==> src/rtl/dst_pkg.sv <==
// ----------------------------------------------------------------------------
// dst_pkg
// Types, constants and helpers shared by the delimiter string tokenizer.
// ----------------------------------------------------------------------------
package dst_pkg;

    localparam int unsigned MAX_DELIM_BYTES = 4;
    localparam int unsigned POSITION_BITS   = 16;

    localparam int unsigned POS_W   = 16;
    localparam int unsigned COUNT_W = 3;

    // Position limit: 2^POSITION_BITS - 1, capped at the 16-bit field range.
    localparam logic [POS_W-1:0] POS_LIMIT = (POSITION_BITS >= POS_W) ?
        {POS_W{1'b1}} : POS_W'((64'd1 << POSITION_BITS) - 64'd1);

    // Largest usable delimiter count.
    localparam logic [COUNT_W-1:0] COUNT_MAX = (MAX_DELIM_BYTES < 4) ?
        COUNT_W'(MAX_DELIM_BYTES) : COUNT_W'(4);

    localparam logic [7:0] SPACE_LIMIT = 8'd32;

    // Configuration register indexes
    localparam logic [1:0] REG_SPLIT_MODE      = 2'd0;
    localparam logic [1:0] REG_DELIMITER_COUNT = 2'd1;
    localparam logic [1:0] REG_DELIMITER_BYTES = 2'd2;

    localparam logic [1:0]  RESET_SPLIT_MODE      = 2'd0;
    localparam logic [2:0]  RESET_DELIMITER_COUNT = 3'd1;
    localparam logic [31:0] RESET_DELIMITER_BYTES = 32'd44;

    typedef enum logic [1:0] {
        MODE_SPACE = 2'd0,
        MODE_ANY   = 2'd1,
        MODE_SEQ   = 2'd2,
        MODE_RSVD  = 2'd3
    } dst_mode_t;

    typedef struct packed {
        logic [1:0]  mode;
        logic [2:0]  count;
        logic [31:0] delims;
    } dst_cfg_t;

    typedef struct packed {
        logic [POS_W-1:0] byte_pos;
        logic [POS_W-1:0] tok_start;
        logic [23:0]      recent;
        logic             in_tok;
        logic             ovf;
    } dst_state_t;

    typedef struct packed {
        logic             ovf;
        logic             valid;
        logic             last;
        logic [POS_W-1:0] length;
        logic [POS_W-1:0] start;
    } dst_result_t;

    function automatic logic [COUNT_W-1:0] eff_count(input logic [2:0] raw);
        logic [COUNT_W-1:0] c;
        c = raw;
        if (c == '0)
        begin
            c = COUNT_W'(1);
        end
        if (c > COUNT_MAX)
        begin
            c = COUNT_MAX;
        end
        return c;
    endfunction

endpackage

==> src/rtl/dst_step.sv <==
// ----------------------------------------------------------------------------
// dst_step
// Next-state and result logic for one accepted string item.
// ----------------------------------------------------------------------------
module dst_step
    import dst_pkg::*;
(
    input  dst_cfg_t    cfg,
    input  dst_state_t  cur,
    input  logic [7:0]  char_byte,
    input  logic        has_byte,
    input  logic        end_of_string,
    output dst_state_t  nxt,
    output dst_result_t res0,
    output dst_result_t res1,
    output logic [1:0]  res_count
);

    dst_mode_t          mode;
    logic [COUNT_W-1:0] cnt;
    logic               at_limit;
    logic [POS_W-1:0]   pos;
    logic [POS_W-1:0]   pos_plus1;
    logic [POS_W-1:0]   clamp_start;
    logic               any_hit;
    logic               seq_range;
    logic               seq_match;
    logic [31:0]        window;
    logic [1:0]         want_idx [4];
    logic [POS_W-1:0]   match_start;
    logic               byte_hit;
    dst_result_t        byte_res;
    dst_state_t         upd;
    logic [POS_W-1:0]   end_len;
    logic [POS_W-1:0]   end_st;
    logic               end_tok;
    dst_result_t        end_res;
    dst_result_t        bare_res;

    assign mode        = (cfg.mode == MODE_RSVD) ? MODE_SPACE : dst_mode_t'(cfg.mode);
    assign cnt         = eff_count(cfg.count);
    assign at_limit    = cur.byte_pos >= POS_LIMIT;
    assign pos         = at_limit ? (POS_LIMIT - POS_W'(1)) : cur.byte_pos;
    assign pos_plus1   = pos + POS_W'(1);
    assign clamp_start = (cur.tok_start < pos) ? cur.tok_start : pos;
    assign window      = {cur.recent, char_byte};
    assign match_start = pos_plus1 - POS_W'(cnt);

    // Delimiter compares: set membership and sequence match, newest byte first.
    always_comb
    begin
        any_hit   = 1'b0;
        seq_match = 1'b1;
        for (int k = 0; k < 4; k++)
        begin
            want_idx[k] = 2'(cnt - 3'd1 - 3'(k));
            if (3'(k) < cnt)
            begin
                if (cfg.delims[8*k +: 8] == char_byte)
                begin
                    any_hit = 1'b1;
                end
                if (window[8*k +: 8] != cfg.delims[8*want_idx[k] +: 8])
                begin
                    seq_match = 1'b0;
                end
            end
        end
    end

    assign seq_range = ({1'b0, pos} + 17'd1) >= ({1'b0, cur.tok_start} + 17'(cnt));

    // Byte step
    always_comb
    begin
        upd      = cur;
        byte_hit = 1'b0;
        byte_res = '0;
        if (has_byte)
        begin
            unique case (mode)
                MODE_ANY:
                begin
                    if (any_hit)
                    begin
                        byte_hit        = 1'b1;
                        byte_res.start  = clamp_start;
                        byte_res.length = pos - clamp_start;
                        upd.tok_start   = pos_plus1;
                    end
                end
                MODE_SEQ:
                begin
                    if (seq_range && seq_match)
                    begin
                        byte_hit        = 1'b1;
                        byte_res.start  = cur.tok_start;
                        byte_res.length = match_start - cur.tok_start;
                        upd.tok_start   = pos_plus1;
                    end
                end
                default:
                begin
                    if (char_byte <= SPACE_LIMIT)
                    begin
                        if (cur.in_tok)
                        begin
                            byte_hit        = 1'b1;
                            byte_res.start  = clamp_start;
                            byte_res.length = pos - clamp_start;
                            upd.in_tok      = 1'b0;
                        end
                    end
                    else if (!cur.in_tok)
                    begin
                        upd.in_tok    = 1'b1;
                        upd.tok_start = pos;
                    end
                end
            endcase
            upd.recent = window[23:0];
            if (at_limit)
            begin
                upd.ovf = 1'b1;
            end
            else
            begin
                upd.byte_pos = cur.byte_pos + POS_W'(1);
            end
        end
        byte_res.valid = 1'b1;
        byte_res.ovf   = upd.ovf;
    end

    // Closing token at end of string
    assign end_len = upd.byte_pos;
    assign end_st  = upd.tok_start;

    always_comb
    begin
        end_tok = 1'b0;
        end_res = '0;
        if (mode == MODE_SPACE)
        begin
            end_tok        = upd.in_tok;
            end_res.start  = (end_st > end_len) ? end_len : end_st;
            end_res.length = end_len - end_res.start;
        end
        else if (end_st < end_len)
        begin
            end_tok        = 1'b1;
            end_res.start  = end_st;
            end_res.length = end_len - end_st;
        end
        else if (end_len != '0)
        begin
            // String ended right after a delimiter: trailing empty token.
            end_tok        = 1'b1;
            end_res.start  = end_len - POS_W'(1);
            end_res.length = '0;
        end
        end_res.valid = 1'b1;
        end_res.last  = 1'b1;
        end_res.ovf   = upd.ovf;
    end

    always_comb
    begin
        bare_res      = '0;
        bare_res.last = 1'b1;
        bare_res.ovf  = upd.ovf;
    end

    // Order results: byte token first, closing token or end marker last.
    always_comb
    begin
        res1 = end_res;
        if (byte_hit)
        begin
            res0      = byte_res;
            res0.last = end_of_string && !end_tok;
        end
        else if (end_tok)
        begin
            res0 = end_res;
        end
        else
        begin
            res0 = bare_res;
        end
        if (byte_hit && end_of_string && end_tok)
        begin
            res_count = 2'd2;
        end
        else if (byte_hit || end_of_string)
        begin
            res_count = 2'd1;
        end
        else
        begin
            res_count = 2'd0;
        end
        nxt = end_of_string ? dst_state_t'('0) : upd;
    end

endmodule

==> src/rtl/delimiter_string_tokenizer.sv <==
// ----------------------------------------------------------------------------
// delimiter_string_tokenizer
// Splits a byte stream into tokens and reports start position and length.
// ----------------------------------------------------------------------------
// Input channel (s_*): one string byte per transfer; s_tuser marks whether
// s_tdata carries a byte, s_tlast ends the string. Output channel (m_*):
// one token per transfer, start in m_tdata[15:0], length in m_tdata[31:16],
// m_tlast on the final result of a string.
// A transfer is worked out in the cycle it is taken and its results are
// written to a four-entry result queue, from which they are offered on m_*
// in order. Input rate is one transfer per cycle while s_tready is high.
// A transfer yields zero, one or two results, and the output side drains one
// per cycle while m_tready is high; in the delimiter modes a string whose
// final byte is a delimiter yields two (the closed token and a trailing empty
// one). s_tready falls when fewer than two queue entries are free, which can
// also happen while the receiver holds m_tready low.
// Reset empties the queue, clears the string state and loads the register
// defaults: whitespace mode, one delimiter, delimiter byte ','.
// Configuration writes take effect with the next input transfer.
// ----------------------------------------------------------------------------
module delimiter_string_tokenizer
    import dst_pkg::*;
(
    input  logic        clk,
    input  logic        rst_n,
    input  logic        cfg_we,
    input  logic [1:0]  cfg_index,
    input  logic [31:0] cfg_data,
    input  logic        s_tvalid,
    output logic        s_tready,
    input  logic [7:0]  s_tdata,   // [7:0] char_byte
    input  logic [0:0]  s_tuser,   // [0] has_byte
    input  logic        s_tlast,   // end_of_string
    output logic        m_tvalid,
    input  logic        m_tready,
    output logic [31:0] m_tdata,   // [15:0] token_start, [31:16] token_length
    output logic [1:0]  m_tuser,   // [0] token_valid, [1] overflow
    output logic        m_tlast    // last_result
);

    dst_cfg_t    cfg_reg;
    dst_state_t  state_reg;
    dst_state_t  state_next;
    dst_result_t res0;
    dst_result_t res1;
    logic [1:0]  res_count;
    dst_result_t queue_mem [4];
    logic [1:0]  wr_ptr_reg;
    logic [1:0]  rd_ptr_reg;
    logic [2:0]  count_reg;
    logic [2:0]  count_next;
    logic [1:0]  push_count;
    logic        accept;
    logic        pop;

    assign s_tready   = count_reg <= 3'd2;
    assign accept     = s_tvalid && s_tready;
    assign m_tvalid   = count_reg != 3'd0;
    assign pop        = m_tvalid && m_tready;
    assign push_count = accept ? res_count : 2'd0;
    assign count_next = count_reg + 3'(push_count) - 3'(pop);

    assign m_tdata = {queue_mem[rd_ptr_reg].length, queue_mem[rd_ptr_reg].start};
    assign m_tuser = {queue_mem[rd_ptr_reg].ovf, queue_mem[rd_ptr_reg].valid};
    assign m_tlast = queue_mem[rd_ptr_reg].last;

    dst_step u_step (
        .cfg           (cfg_reg),
        .cur           (state_reg),
        .char_byte     (s_tdata),
        .has_byte      (s_tuser[0]),
        .end_of_string (s_tlast),
        .nxt           (state_next),
        .res0          (res0),
        .res1          (res1),
        .res_count     (res_count)
    );

    always_ff @(posedge clk or negedge rst_n)
    begin
        if (!rst_n)
        begin
            cfg_reg.mode   <= RESET_SPLIT_MODE;
            cfg_reg.count  <= RESET_DELIMITER_COUNT;
            cfg_reg.delims <= RESET_DELIMITER_BYTES;
        end
        else if (cfg_we)
        begin
            unique case (cfg_index)
                REG_SPLIT_MODE:      cfg_reg.mode   <= cfg_data[1:0];
                REG_DELIMITER_COUNT: cfg_reg.count  <= cfg_data[2:0];
                REG_DELIMITER_BYTES: cfg_reg.delims <= cfg_data;
                default:             cfg_reg        <= cfg_reg;
            endcase
        end
    end

    always_ff @(posedge clk or negedge rst_n)
    begin
        if (!rst_n)
        begin
            state_reg  <= '0;
            wr_ptr_reg <= '0;
            rd_ptr_reg <= '0;
            count_reg  <= '0;
        end
        else
        begin
            if (accept)
            begin
                state_reg <= state_next;
            end
            wr_ptr_reg <= wr_ptr_reg + push_count;
            rd_ptr_reg <= rd_ptr_reg + 2'(pop);
            count_reg  <= count_next;
        end
    end

    // Result queue payload
    always_ff @(posedge clk)
    begin
        if (push_count != 2'd0)
        begin
            queue_mem[wr_ptr_reg] <= res0;
        end
        if (push_count == 2'd2)
        begin
            queue_mem[wr_ptr_reg + 2'd1] <= res1;
        end
    end

endmodule

==> config.mk <==
export PLATFORM = sky130hd
export DESIGN_NAME = delimiter_string_tokenizer
export DESIGN_NICKNAME = d
export VERILOG_FILES = /design/src/rtl/dst_pkg.sv /design/src/rtl/dst_step.sv /design/src/rtl/delimiter_string_tokenizer.sv
export SDC_FILE = /design/constraint.sdc
export NUM_CORES = 1
export LEC_CHECK = 0
export BUFFER_PORTS_ARGS = -buffer_cell sky130_fd_sc_hd__buf_2
export CORE_ASPECT_RATIO = 0.8
export CORE_UTILIZATION = 59
export DETAILED_ROUTE_END_ITERATION = 10
export PLACE_DENSITY_LB_ADDON = 0.05
export SYNTH_ARGS = -nofsm -noshare
export SYNTH_HDL_FRONTEND = slang
export SYNTH_SLANG_ARGS = --single-unit
==> constraint.sdc <==
create_clock -name clk -period 12.74 [get_ports clk]
set_input_delay 2.548 -clock clk [delete_from_list [all_inputs] [get_ports clk]]
set_output_delay 2.548 -clock clk [all_outputs]
set_load 0.005 [all_outputs]
* After elaboration in Yosys (flattened, before gate mapping)
Memories as Yosys holds them, arrays and structs flattened. Index checks and enable logic that the tools add are counted.
Operators by class: add/subtract/negate cells 19, $lt $le $gt $ge 12, equal/unequal tests 14, shift-type cells 4, muxes and demuxes 60, reduce and logical (&&, ||, !) cells 20
Operators with widths (number):
- 2-to-1 mux 32 bit | 7
- 2-to-1 mux 16 bit | 9
- indexed part select 32 x 6 -> 8 bit | 4
- 2-to-1 mux 58 bit | 2
- 2-to-1 mux 34 bit | 2
- one-hot mux 32 bit (2 select lines) | 1
- subtractor 16 bit | 4
- adder 16 x 1 -> 16 bit, second input constant | 2
- == test 8 bit | 4
- less-than comparator 16 bit | 2
- 2-to-1 mux 1 bit | 32
- inequality test 8 bit | 4
- one-hot mux 16 bit (2 select lines) | 1
- adder 16 x 1 -> 17 bit, second input constant | 1
- adder 16 x 3 -> 17 bit | 1
- greater-or-equal comparator 17 bit | 1
- greater-or-equal comparator 16 bit, second input constant | 1
- > comparator 16 bit | 1
- nonzero test 16 bit | 1
- subtractor 16 x 1 -> 16 bit, second input constant | 1
- subtractor 16 x 3 -> 16 bit | 1
- == test 2 bit, second input constant | 4
- <= comparator 8 x 6 -> 1 bit, second input constant | 1
- AND reduction 2 bit | 4
- other kinds (23) | 38
Word-level totals: register bits 102, RAM bits 140, input port bits 49, output and inout bits 37, logic and storage cells 141, memories kept 1
Memory list:
- queue_mem | words 4, width 35, read ports 1, clocked after memory_dff 0, write ports 2, RTL line delimiter_string_tokenizer.sv:47 | dst_result_t queue_mem [4];

* Depth between registers and ports, before layout
depth in word-level cells 29, mapped depth 50, gate-level depth less buffers 47

* By module
A second synthesis with hierarchy kept.
Unflattened totals: cells, all modules 2250, area, all modules 21923.5 µm²
Modules (own cells, without submodules):
- delimiter_string_tokenizer | times used 1, cells an instance 590, area an instance 11269.6 µm², sequential area each 6761.5 µm²
- dst_step | times used 1, cells an instance 1660, area an instance 10654.0 µm², sequential area each 0.0 µm²

* Least setup slack after synthesis
No wires, ideal clock.
path type input to register, start input s_tdata[0], end memory queue_mem[1][31] (netlist bit) (data pin), library setup time 261 ps, data arrival time 10053 ps, required time 12479 ps, path slack 2426 ps, stages on the path 37, buffers on the path 4, cell sequence buf_4 xor2_1 or4_1 or3_1 nand4b_4 and2_1 a31oi_4 or2_0 clkbuf_1 nor2_1 o21ai_0 nand2_1 ha_1 inv_1 fa_1 a21oi_1 o21ai_0 a21oi_1 o221ai_1 a31oi_2 clkbuf_1 clkbuf_1 a21oi_1 ha_1 o21ai_0 a21oi_1 a2111oi_2 a221oi_2 o21ai_1 a31oi_1 a2111oi_2 nor4b_1 a211oi_1 a211oi_2 o21ai_1 o31ai_2 a221o_1
RTL lines:
- start: declaration | RTL line delimiter_string_tokenizer.sv:31 | input logic [7:0] s_tdata,
- end: declaration | RTL line delimiter_string_tokenizer.sv:47

==> flow_summary_export.csv <==
group,metric,value,unit
placement,routabilityCongestion,1.04,
routing,drt_iter0_drc,3436,
sta,period_share,94.8,%
floorplan,initial_utilization,60.8,%
yosys,synth_top_area_share,19.8,%
routing,wl_per_cell,28.2,um
worst_setup_path,cp-start-kind,"flip-flop",
yosys,avgSynthCellArea,9.20,um2
worst_setup_path,cp_max_fo,30,
global_route,grt_pass1_vias,17473,
routing,ant_nets,0,
sta,setup_ws,0.663,ns
finish,layout-drive-gt1-share,14.6,%
placement,place_ws,0.911,ns
sta,rsz0062_at_grt,"false",
yosys,ys.warnings.count,0,
floorplan,die_w,208,um
yosys,ys_ff_latch,242,
sta,drv_slew,5,
yosys,syn_nets,2345,
outcome,status,"finished with violations",
routing,dr_wl_met3,10.9,mm
yosys,synthCells,2174,
finish,largest_reg_flops,140,
outcome,violations,"slew limit",
floorplan,die_h,167,um
yosys,synth-seq-area-share,33.4,%
yosys,yosys.area_share.xor_xnor,6.68,%
placement,hpwl,55.2,mm
placement,port_buffers,85,
yosys,synth_flop_cell,"edfxtp_1",
routing,highest_layer,"met4",
worst_setup_path,reg2reg_depth,46,
finish,fill_cells,2715,
routing,vias,18965,
power,peakVddDrop,0.000446,V
clocking,cts.sinks,242,
yosys,synth_cell_types,110,
sta,fin_setup_tns,0,ns
floorplan,dieArea,0.0347,mm2
power,p_per_area,327,mW/mm2
yosys,syn-cell-area,0.0200,mm2
routing,drcViolationCount,0,
clocking,clockBufferDepth,3,
sta,setup_viol,0,
yosys,synthMuxAreaShare,8.19,%
sta,max_slew.worst_pin.slew,1.60,ns
floorplan,rows,59,
worst_hold_path,whs_path_depth,2,
worst_hold_path,min_to,"queue_mem[3][32]",
power,p_leak,8.55,nW
worst_setup_path,arrival,12.40,ns
clocking,clkTransAtPathRegs,0.07,ns
global_route,grt_pass1_wl,111,mm
worst_setup_path,reg2reg_to,"queue_mem[3][31]",
clocking,cts_inserted_buffers,27,
worst_hold_path,min_from,"queue_mem[3][32]",
global_route,grt_max_degree,59,
global_route,grt-ovfl-total,0,
worst_setup_path,r2r-start,"state_reg[45]",
yosys,synth-edff-count,132,
job,cap_viol_max_count,0,
yosys,synth_top_family_by_area,"compound AO/OA/AOI/OAI gates",
yosys,yosys.area_share.simple,13.5,%
clocking,cts_tree,"done",
yosys,synthTopCellsByCount,"170 x nand2_1, 161 x inv_1, 148 x o22ai_1",
routing,met2_length,30.3,mm
worst_setup_path,critical_path.slowest_cell,"dfrtp_1",
yosys,synth_fa_ha_area_share,7.93,%
sta,clock.fmax,82.8,MHz
sta,hold_viol_final,0,
routing,drtPass1Iterations,8,
clocking,clk_latency,0.60,ns
global_route,antenna_found_initial,0,
yosys,yosys-top-cells-area,"edfxtp_1 20%, dfrtp_1 12%, ha_1 7.1%",
floorplan,core,0.0329,mm2
yosys,synth.most_common_cell,"nand2_1",
finish,syn_to_final_growth,7.89,%
routing,wl_met1,30.4,mm
floorplan,io_pins,86,
worst_setup_path,required,13.06,ns
worst_setup_path,endpoint_kind,"flip-flop",
sta,min_period,12.08,ns
sta,maxSlewHeadroom,-6.68,%
worst_setup_path,rrSetupSlack,0.66,ns
clocking,cts_root_buffer,"clkbuf_16",
worst_setup_path,critPathKind,"flip-flop to flip-flop",
worst_hold_path,hold_class,"flip-flop to flip-flop",
routing,drt_wl_total,74.1,mm
finish,final_nets,2346,
sta,fin_worst_skew,0.0318,ns
worst_setup_path,crit_path_max_incr_delay,0.69,ns
clocking,h-tree-depth,1,
yosys,synth_async_sr_flop_share,42.1,%
routing,routed_via_density,7.22,
yosys,synth_compound_area_share,23.6,%
yosys,synth_top_area_cell,"edfxtp_1",
global_route,grt_use_total,42.1,%
[cell type report]
class	count	area (um2)	share of cell area [%]
Multi-Input combinational cell	1607	12000	55.6
Sequential cell	242	6680	31.0
Timing Repair Buffer	129	796	3.69
Clock buffer	36	739	3.43
Inverter	168	631	2.92
Tap cell	427	534	2.47
Clock inverter	14	190	0.881
Antenna cell	2	5.00	0.0232
[layout by cell type (no fill, tap or decap), drive strengths merged, types with 16 or more instances in the layout]
master / synthesis / final
a211oi: 20 / 20
a21o: 27 / 27
a21oi: 113 / 113
a22o: 57 / 57
a31oi: 16 / 16
buf: 54 / 129
clkbuf: 103 / 36
dfrtp: 98 / 98
edfxtp: 132 / 132
ha: 114 / 114
inv: 165 / 167
mux2: 42 / 42
mux2i: 37 / 37
mux4: 35 / 35
nand2: 171 / 171
nand2b: 31 / 31
nand3: 37 / 37
nand4: 19 / 19
nor2: 122 / 122
nor3: 42 / 42
nor4: 19 / 19
o211ai: 28 / 28
o21ai: 133 / 133
o21bai: 17 / 17
o22ai: 148 / 148
xnor2: 114 / 114
xor2: 37 / 37
[worst max path at each step]
stage / from / endpoint / slack (ns) / cells after the start
detailed placement: state_reg[45] / queue_mem[3][31] / 0.91 / 46
floorplan: s_tdata[0] / queue_mem[1][31] / 2.43 / 37
CTS: state_reg[47] / queue_mem[3][31] / 0.85 / 46
global route: state_reg[47] / queue_mem[3][31] / 0.04 / 46
global placement: state_reg[45] / queue_mem[1][31] / 1.32 / 46
finish: state_reg[45] / queue_mem[3][31] / 0.66 / 46
[metrics by stage]
stage          cell area, um2  utilization (%)  power, mW  hold WS (ns)  instances
3_3_place_gp            20600             62.7       5.86         0.459       2573
2_1_floorplan           20000                -       4.47         0.449       2174
6_report                21600             65.6       7.06         0.490       2625
5_1_grt                 21600             65.6       7.37         0.502       2623
3_5_place_dp            20600             62.7       5.96         0.473       2573
4_1_cts                 21600             65.5       6.82         0.487       2623
[timing repair]
action | 4_1_cts | 5_1_grt
endpoints found under the hold margin | 0 | 0
setup endpoints to repair | 0 | 6
resized for setup | 0 | 2
hold buffers | 0 | 0
buffers inserted | 0 | 0
[report_power, final]
group          internal (mW)  switching, mW  leakage [nW]
Clock                  0.491          0.352         0.449
Combinational           1.79           3.18          5.50
Sequential             0.962          0.276          2.59
[cells by family after synthesis]
| group | after synthesis |
|---|---|
| compound gates | 686 |
| xor+xnor | 151 |
| fa+ha+maj | 122 |
| buf+inv | 325 |
| flops | 242 |
| mux | 114 |
| simple gates | 534 |
[routing by layer]
layer	global-route usage, %	vias up
met5	0	-
met1	62.4	9153
met2	59.4	1525
li1	-	8081
met4	13.2	0
met3	11.0	206
[worst max-delay path, delay by kind of cell (launching register included)]
family | cells | cell delay, ns
and+or+nand+nor | 13 | 2.80
DFF | 1 | 0.69
xor gates and xnor gates | 1 | 0.31
adders and majority gates | 5 | 1.55
buffers and inverters | 6 | 1.07
AOI/OAI and AO/OA | 21 | 5.37
Note: power is estimated with default switching activity, not from simulation.
